## config.mk

```make
export PLATFORM = sky130hd
export DESIGN_NAME = pdpg_delay
export DESIGN_NICKNAME = d
export VERILOG_FILES = /design/src/rtl/core/pdpg_delay.sv
export SDC_FILE = /design/constraint.sdc
export NUM_CORES = 1
export LEC_CHECK = 0
export BUFFER_PORTS_ARGS = -buffer_cell sky130_fd_sc_hd__buf_2
export CELL_PAD_IN_SITES_DETAIL_PLACEMENT = 0
export CELL_PAD_IN_SITES_GLOBAL_PLACEMENT = 1
export CORE_ASPECT_RATIO = 2
export CORE_MARGIN = 1
export CORE_UTILIZATION = 50
export CTS_BUF_LIST = sky130_fd_sc_hd__clkbuf_8
export CTS_CLUSTER_SIZE = 40
export DETAILED_ROUTE_END_ITERATION = 10
export GPL_TIMING_DRIVEN = 0
export PLACE_DENSITY_LB_ADDON = 0.12
export SLEW_MARGIN = 25
export SYNTH_ARGS = -nofsm -noshare
export SYNTH_HDL_FRONTEND = slang
export SYNTH_SLANG_ARGS = --single-unit
export TNS_END_PERCENT = 50
```

## constraint.sdc

```tcl
create_clock -name clk -period 1.07 [get_ports clk]
set_clock_uncertainty 0.2 [all_clocks]
set_input_delay 0.214 -clock clk [delete_from_list [all_inputs] [get_ports clk]]
set_output_delay 0.214 -clock clk [all_outputs]
set_load 0.005 [all_outputs]
```

## src/rtl/core/pdpg_delay.sv

```systemverilog
`default_nettype none
module pdpg_delay #(
    parameter int DEPTH = 4,
    parameter int WIDTH = 8
) (
    input  wire logic             clk,
    input  wire logic             rst_n,
    input  wire logic             en,
    input  wire logic [WIDTH-1:0] din,
    output logic      [WIDTH-1:0] dout
);

    logic [WIDTH-1:0] stage_reg [DEPTH];

    genvar i;
    generate
        for (i = 0; i < DEPTH; i++) begin : g_tap
            always_ff @(posedge clk or negedge rst_n)
            begin
                if (!rst_n)
                begin
                    stage_reg[i] <= '0;
                end
                else if (en)
                begin
                    if (i == 0)
                    begin
                        stage_reg[i] <= din;
                    end
                    else
                    begin
                        stage_reg[i] <= stage_reg[(i == 0) ? 0 : i-1];
                    end
                end
            end
        end
    endgenerate

    assign dout = stage_reg[DEPTH-1];

endmodule
`default_nettype wire

```

### Yosys cells after proc, flatten, opt, wreduce, memory -nomap -nowiden

Index checks and enable logic that the tools add are counted.

* output and inout bits: 8
* register bits after elaboration: 32
* word-level logic and storage cells: 4

### Depth between registers and ports, before layout

Gate-level depths: netlist (run 1).

* word-level depth: 0
* gate-level depth with buffers: 3
* mapped depth without buffers: 1

### Worst setup path after synthesis (run 1)

Ideal clock, no wire load.

* path kind: input -> register
* from: input en
* to: register stage_reg, in the netlist dout[0]
* data arrival time: 0.756 ns
* cell stages on the path: 3
* path slack: -0.011 ns
* path buffers: 2
* cell sequence: buf_6 -> buf_12 -> mux2_4

RTL lines
* start: declaration: RTL line 8 `input wire logic en,`
* end signal: indexed assignment: RTL line 28 `stage_reg[i] <= din;`
* end signal: indexed assignment: RTL line 32 `stage_reg[i] <= stage_reg[(i == 0) ? 0 : i-1];`
* end: declaration: RTL line 13 `logic [WIDTH-1:0] stage_reg [DEPTH];`

No word-level cell between the ends.

### Worst setup path after layout (run 1)

* from: register stage_reg, in the netlist dout[7]
* to: output dout[7]

RTL lines
* end: declaration: RTL line 10 `output logic [WIDTH-1:0] dout`

No word-level cell between the ends.

==> summary.txt, run 1 <==
Setup path
  – Slowest cell on crit path: dfrtp_1
  – CP Class: reg2out
  – Number of cells on the critical path: 2
  – R2R depth: 3
  – WP data arrival: 0.89 ns
  – CP max stage delay: 0.39 ns
  – Kind of end point of the critical path: primary output
  – Crit path max-delay family: flip-flops
  – Buf+Inv Stages, Crit Path: 2
  – Worst path required time: 0.66 ns
  – CP startpoint kind: register
  – Reg2reg setup slack: -0.14 ns
  – Crit-path cells: buf_6 > buf_6
  – Critical Path Fanout Max: 2
  – Most Frequent Cell on Critical Path: buf_6

Floorplan
  – Die area: 3040 µm²
  – Die Span Y: 77.0 µm
  – CORE AREA: 2600 µm²
  – # IOs: 19
  – Initial Utilization: 54.0%
  – Die W: 39.5 µm
  – # rows: 26

Layout
  – Final Core Density: 68.8%
  – Max reg flops: 24
  – Nets@finish: 122
  – Diodes inserted: 0
  – Layout Area Growth over Synthesis: 27.4%
  – Share of layout cells above drive strength 1: 71.4%

Clocking
  – CTS tree: yes
  – H-tree levels: 2
  – CTS Buf Count: 5
  – Clk sinks: 32
  – CTS Buffer Depth: 2
  – Worst-skew pair later-pin latency: 0.27 ns
  – Worst-path clk slew: 0.06 ns
  – Root buf cell: clkbuf_8

Timing
  – RSZ-0062 raised after global routing: yes
  – Final setup TNS: -2.33 ns
  – Final setup viols: 16
  – Worst Max-Slew Pin Slew: 0.690 ns
  – Tcrit/Tclk final: 122%
  – Max-slew headroom: 54.0%
  – Min setup slack post-route: -0.234 ns
  – Final hold vios: 40
  – Final worst path period need: 1.30 ns
  – Worst hold slack: -0.223 ns
  – Top achievable clock speed: 767 MHz
  – Fin. max-slew vios: 0

Status
  – Outcome: finished, violations left
  – Failing checks: hold timing, setup timing

Global routing
  – First-pass GRT wire length: 3.34 mm
  – Vias in the first global route: 711
  – Grt ovf: 0
  – GRT Total Usage: 16.5%
  – Initial antenna violation count: 0
  – Largest net degree at the start of global routing: 33

Logic synthesis
  – Async set-or-reset flop fraction in the synthesized netlist: 100%
  – Synth Instances: 76
  – Distinct cell type count after synthesis: 6
  – Synth Cell Area: 1410 µm²
  – Yosys warns: 0
  – Dominant cells by area after synthesis: dfrtp_1 (57%), mux2_4 (32%), buf_12 (4.3%)
  – Yosys top cell by area: dfrtp_1
  – Seq cells post-synth: 32
  – Post-synth EDFFs: 0
  – Most frequent cells after synthesis: dfrtp_1 (32), mux2_4 (30), buf_4 (8), buf_12 (3), mux2_2 (2)
  – Prevailing post-synth register cell: dfrtp_1
  – Syn Area/Cell: 18.5 µm²
  – Sequential share of the synthesized area: 57.0%
  – Syn nets: 87
  – Most common cell in the netlist: dfrtp_1
  – Post-synth top area share: 57.0%

Placement
  – Input/output buffers: 17
  – GP Congestion: 0.644
  – DPL Wire Length: 1.26 mm

Routing
  – Post-Route WL: 2.02 mm
  – DR iter-0 viols: 9
  – DR vias/cell: 4.89
  – Via count: 685
  – WL/cell: 14.4 µm
  – Final ANT Viol Nets: 0
  – Post-route DRC: 0
  – Pre-antenna DRT Iters: 2

Pwr
  – Power per cell area: 1900 nW/µm²
  – Leak Pwr: 0.000905 µW
  – Overall Power: 3400 µW
  – VDD IR max: 1.24 mV

Run
  – Maxcap violations: 0

Min path
  – Hold/Removal Path Class: in2async
where the power goes:
group          internal (µW)  switching [µW]
Combinational            705             224
Sequential              1420             127
Clock                    512             409
repair_timing:
item / 4_1_cts / 5_1_grt
setup buffers: 7 / 5
endpoints found under the setup margin: 8 / 15
pin swaps: 0 / 0
gates resized for setup: 12 / 5
endpoints found under the hold margin: 40 / 40
cells by family (layout without fill, tap and decap cells):
| logic type | after synthesis | count (layout) | share of synthesized area, % |
|---|---|---|---|
| buffers and inverters | 12 | 48 | 9.35 |
| flip-flops | 32 | 32 | 57.0 |
| multiplexers | 32 | 32 | 33.7 |
worst reg2reg max path, stage by stage (launching register included):
cell and delay (ns):
dfrtp_1 0.39, buf_4 0.13, buf_4 0.12, mux2_4 0.25
final timing paths:
check,to,startpoint
worst max register to register,dout[4]$_DFFE_PN0P_,dout[4]$_DFFE_PN0P_
worst min-delay path,stage_reg[16]$_DFFE_PN0P_,rst_n
min in group clk,stage_reg[29]$_DFFE_PN0P_,din[5]
max in group asynchronous,stage_reg[30]$_DFFE_PN0P_,rst_n
worst min register to register,stage_reg[12]$_DFFE_PN0P_,stage_reg[20]$_DFFE_PN0P_
worst max-delay path,dout[7],dout[7]$_DFFE_PN0P_
cells in the final DEF (no fill, tap or decap):
cell type / instances
mux2_4: 30
clkbuf_8: 6
buf_4: 9
buf_12: 4
clkinv_2: 2
buf_2: 10
mux2_2: 2
buf_6: 17
dfrtp_1: 32
layout make-up:
cell class              count  area, µm²
clock inverters             2       10.0
well taps                  28       35.0
clock buffers               6       82.6
plain buffers              11        159
multi-input cells          32        473
repair buffers             29        230
fillers                   195        812
flip-flops and latches     32        801
layer usage:
metal / GRT usage (%) / vias to the layer above / wire length [µm]
li1: - / 320 / -
met1: 20.4 / 342 / 831
met2: 23.4 / 19 / 1070
met3: 6.94 / 4 / 78
met4: 9.31 / 0 / 42
met5: 0 / - / 0
stage by stage:
stage,cell area (µm²),std cells,setup slack [ns],hold WS (ns)
finish,1790,140,-0.234,-0.223
detailed placement,1530,121,-0.0290,0.0961
global placement,1530,121,-0.0197,0.0748
CTS,1730,135,-0.243,-0.208
floorplan,1410,76,-0.00429,-0.282
global route,1790,140,-0.270,-0.168
No activity file was read; power rests on OpenSTA's default activity.
==> inputs of run 2 (changes only) <==
Settings changed: CORE_UTILIZATION 50 to 40.
==> run 2 against run 1 <==
Effect of this change:
- the run still ends with hold timing, setup timing left
- design area fell by 3.1%
- count of clock-buffer cells in the layout down 1
- maximum frequency rose by 1.2%
- largest cell class unchanged
- sequential power barely moved
- register-to-register slack about the same
- worst hold slack improved by 0.0066 ns
- worst setup slack improved by 0.016 ns
- via count is 1.5% lower
- global-route usage down 3.1 points
- wire length grew 1.8%
- non-clock buffer count down 5
- combinational power shrank 9.6%
==> summary.txt, run 2 (synthesis results as in run 1) <==
Status
  – Outcome: finished, violations left
  – Failing checks: hold timing, setup timing

Timing
  – Max-slew headroom: 53.8%
  – Worst Max-Slew Pin Slew: 0.692 ns
  – Final hold vios: 40
  – Final setup TNS: -1.90 ns
  – Top achievable clock speed: 776 MHz
  – Tcrit/Tclk final: 120%
  – Worst hold slack: -0.216 ns
  – Fin. max-slew vios: 0
  – RSZ-0062 raised after global routing: yes
  – Final setup viols: 14
  – Min setup slack post-route: -0.218 ns
  – Final worst path period need: 1.29 ns

Clocking
  – Worst-path clk slew: 0.06 ns
  – CTS tree: yes
  – Worst-skew pair later-pin latency: 0.27 ns
  – Root buf cell: clkbuf_8
  – CTS Buffer Depth: 2
  – CTS Buf Count: 5
  – H-tree levels: 2
  – Clk sinks: 32

Setup path
  – CP startpoint kind: register
  – Setup crit start: dout[4]$_DFFE_PN0P_
  – WP data arrival: 0.87 ns
  – Most Frequent Cell on Critical Path: buf_6
  – CP Class: reg2out
  – Worst path required time: 0.66 ns
  – Kind of end point of the critical path: primary output
  – Buf+Inv Stages, Crit Path: 2
  – Critical Path Fanout Max: 2
  – Crit-path cells: buf_6 > buf_6
  – Crit path max-delay family: flip-flops
  – Slowest cell on crit path: dfrtp_1
  – CP max stage delay: 0.39 ns
  – Worst flop-to-flop path startpoint: dout[6]$_DFFE_PN0P_
  – Reg2reg setup slack: -0.13 ns

Floorplan
  – # rows: 30
  – CORE AREA: 3380 µm²
  – Die Span Y: 85.8 µm
  – # IOs: 19
  – Initial Utilization: 41.6%
  – Die W: 43.9 µm
  – Die area: 3770 µm²

Placement
  – DPL Wire Length: 1.27 mm
  – Worst slack, placed: -0.0279 ns
  – GP Congestion: 0.701
  – Input/output buffers: 17

Global routing
  – GRT Total Usage: 13.4%
  – Grt ovf: 0
  – Initial antenna violation count: 0
  – First-pass GRT wire length: 3.57 mm
  – Largest net degree at the start of global routing: 33
  – Vias in the first global route: 730

Routing
  – Pre-antenna DRT Iters: 5
  – Post-route DRC: 0
  – DR iter-0 viols: 12
  – Post-Route WL: 2.06 mm
  – Final ANT Viol Nets: 0
  – WL/cell: 14.9 µm
  – DR vias/cell: 4.89
  – Via count: 675

Layout
  – Diodes inserted: 0
  – Max reg flops: 24
  – Most common cell after layout, fill and taps aside: dfrtp_1
  – Fillers: 317
  – Layout Area Growth over Synthesis: 23.5%
  – Share of layout cells above drive strength 1: 68.9%
  – Commonest non-fill, non-tap cells in the layout: dfrtp_1 (32), mux2_4 (30), buf_6 (15), buf_2 (10), buf_4 (6)
  – Nets@finish: 117

Pwr
  – VDD IR max: 1.05 mV
  – Overall Power: 3210 µW
  – Power per cell area: 1850 nW/µm²
  – Leak Pwr: 0.000872 µW

Min path
  – Hold/Removal Path Class: in2async

Run
  – Maxcap violations: 0
==> run 2: cell count changes in the layout (fill, tap and decap cells not counted) <==
cell      change
inv_1         +1
buf_4         -3
buf_6         -2
clkinv_2      -1
clkbuf_8      -1
==> run 2: timing repair <==
action,in CTS,in global routing
pin swaps,0,0
endpoints found under the hold margin,40,40
gates resized for setup,12,3
setup endpoints to repair,8,13
buffers inserted,5,4
cloned,0,0
==> run 2: final timing paths <==
path / to / cells past startpoint
min reg2reg: stage_reg[15]$_DFFE_PN0P_ / 1
max reg2reg: dout[6]$_DFFE_PN0P_ / 3
max in group asynchronous: stage_reg[11]$_DFFE_PN0P_ / 1
max: dout[4] / 2
min: dout[0]$_DFFE_PN0P_ / 1
min in group clk: stage_reg[29]$_DFFE_PN0P_ / 2
==> run 2: routing by layer <==
layer,track usage [%],routed length (µm)
met5,0,0
met3,4.42,41
met2,19.7,1040
met1,16.7,919
met4,8.26,52
==> run 2: through the flow <==
step / util (%) / cell area, µm² / instances
after floorplan: - / 1410 / 76
after CTS: 50.1 / 1690 / 134
after global placement: 45.6 / 1540 / 125
final: 51.4 / 1740 / 138
after global routing: 51.4 / 1740 / 138
after detailed placement: 45.6 / 1540 / 125
==> run 2: cell type report <==
cell class | count | area, µm² | share of cell area, %
Buffer | 9 | 136 | 7.86
Clock buffer | 5 | 68.8 | 3.97
Clock inverter | 2 | 8.76 | 0.505
Multi-Input combinational cell | 32 | 473 | 27.3
Sequential cell | 32 | 801 | 46.1
Tap cell | 32 | 40.0 | 2.31
Timing Repair Buffer | 26 | 208 | 12.0
==> run 2: report_power, final <==
group	leakage [µW]	switching, µW	total [µW]	internal, µW
clock network	0.0000452	386	817	431
registers	0.000376	127	1550	1420
logic	0.000451	200	840	640
==> run 2: worst register-to-register path, stage by stage, from the launching register on <==
cell and delay [ns]:
dfrtp_1 0.39, buf_4 0.14, buf_6 0.10, mux2_4 0.25
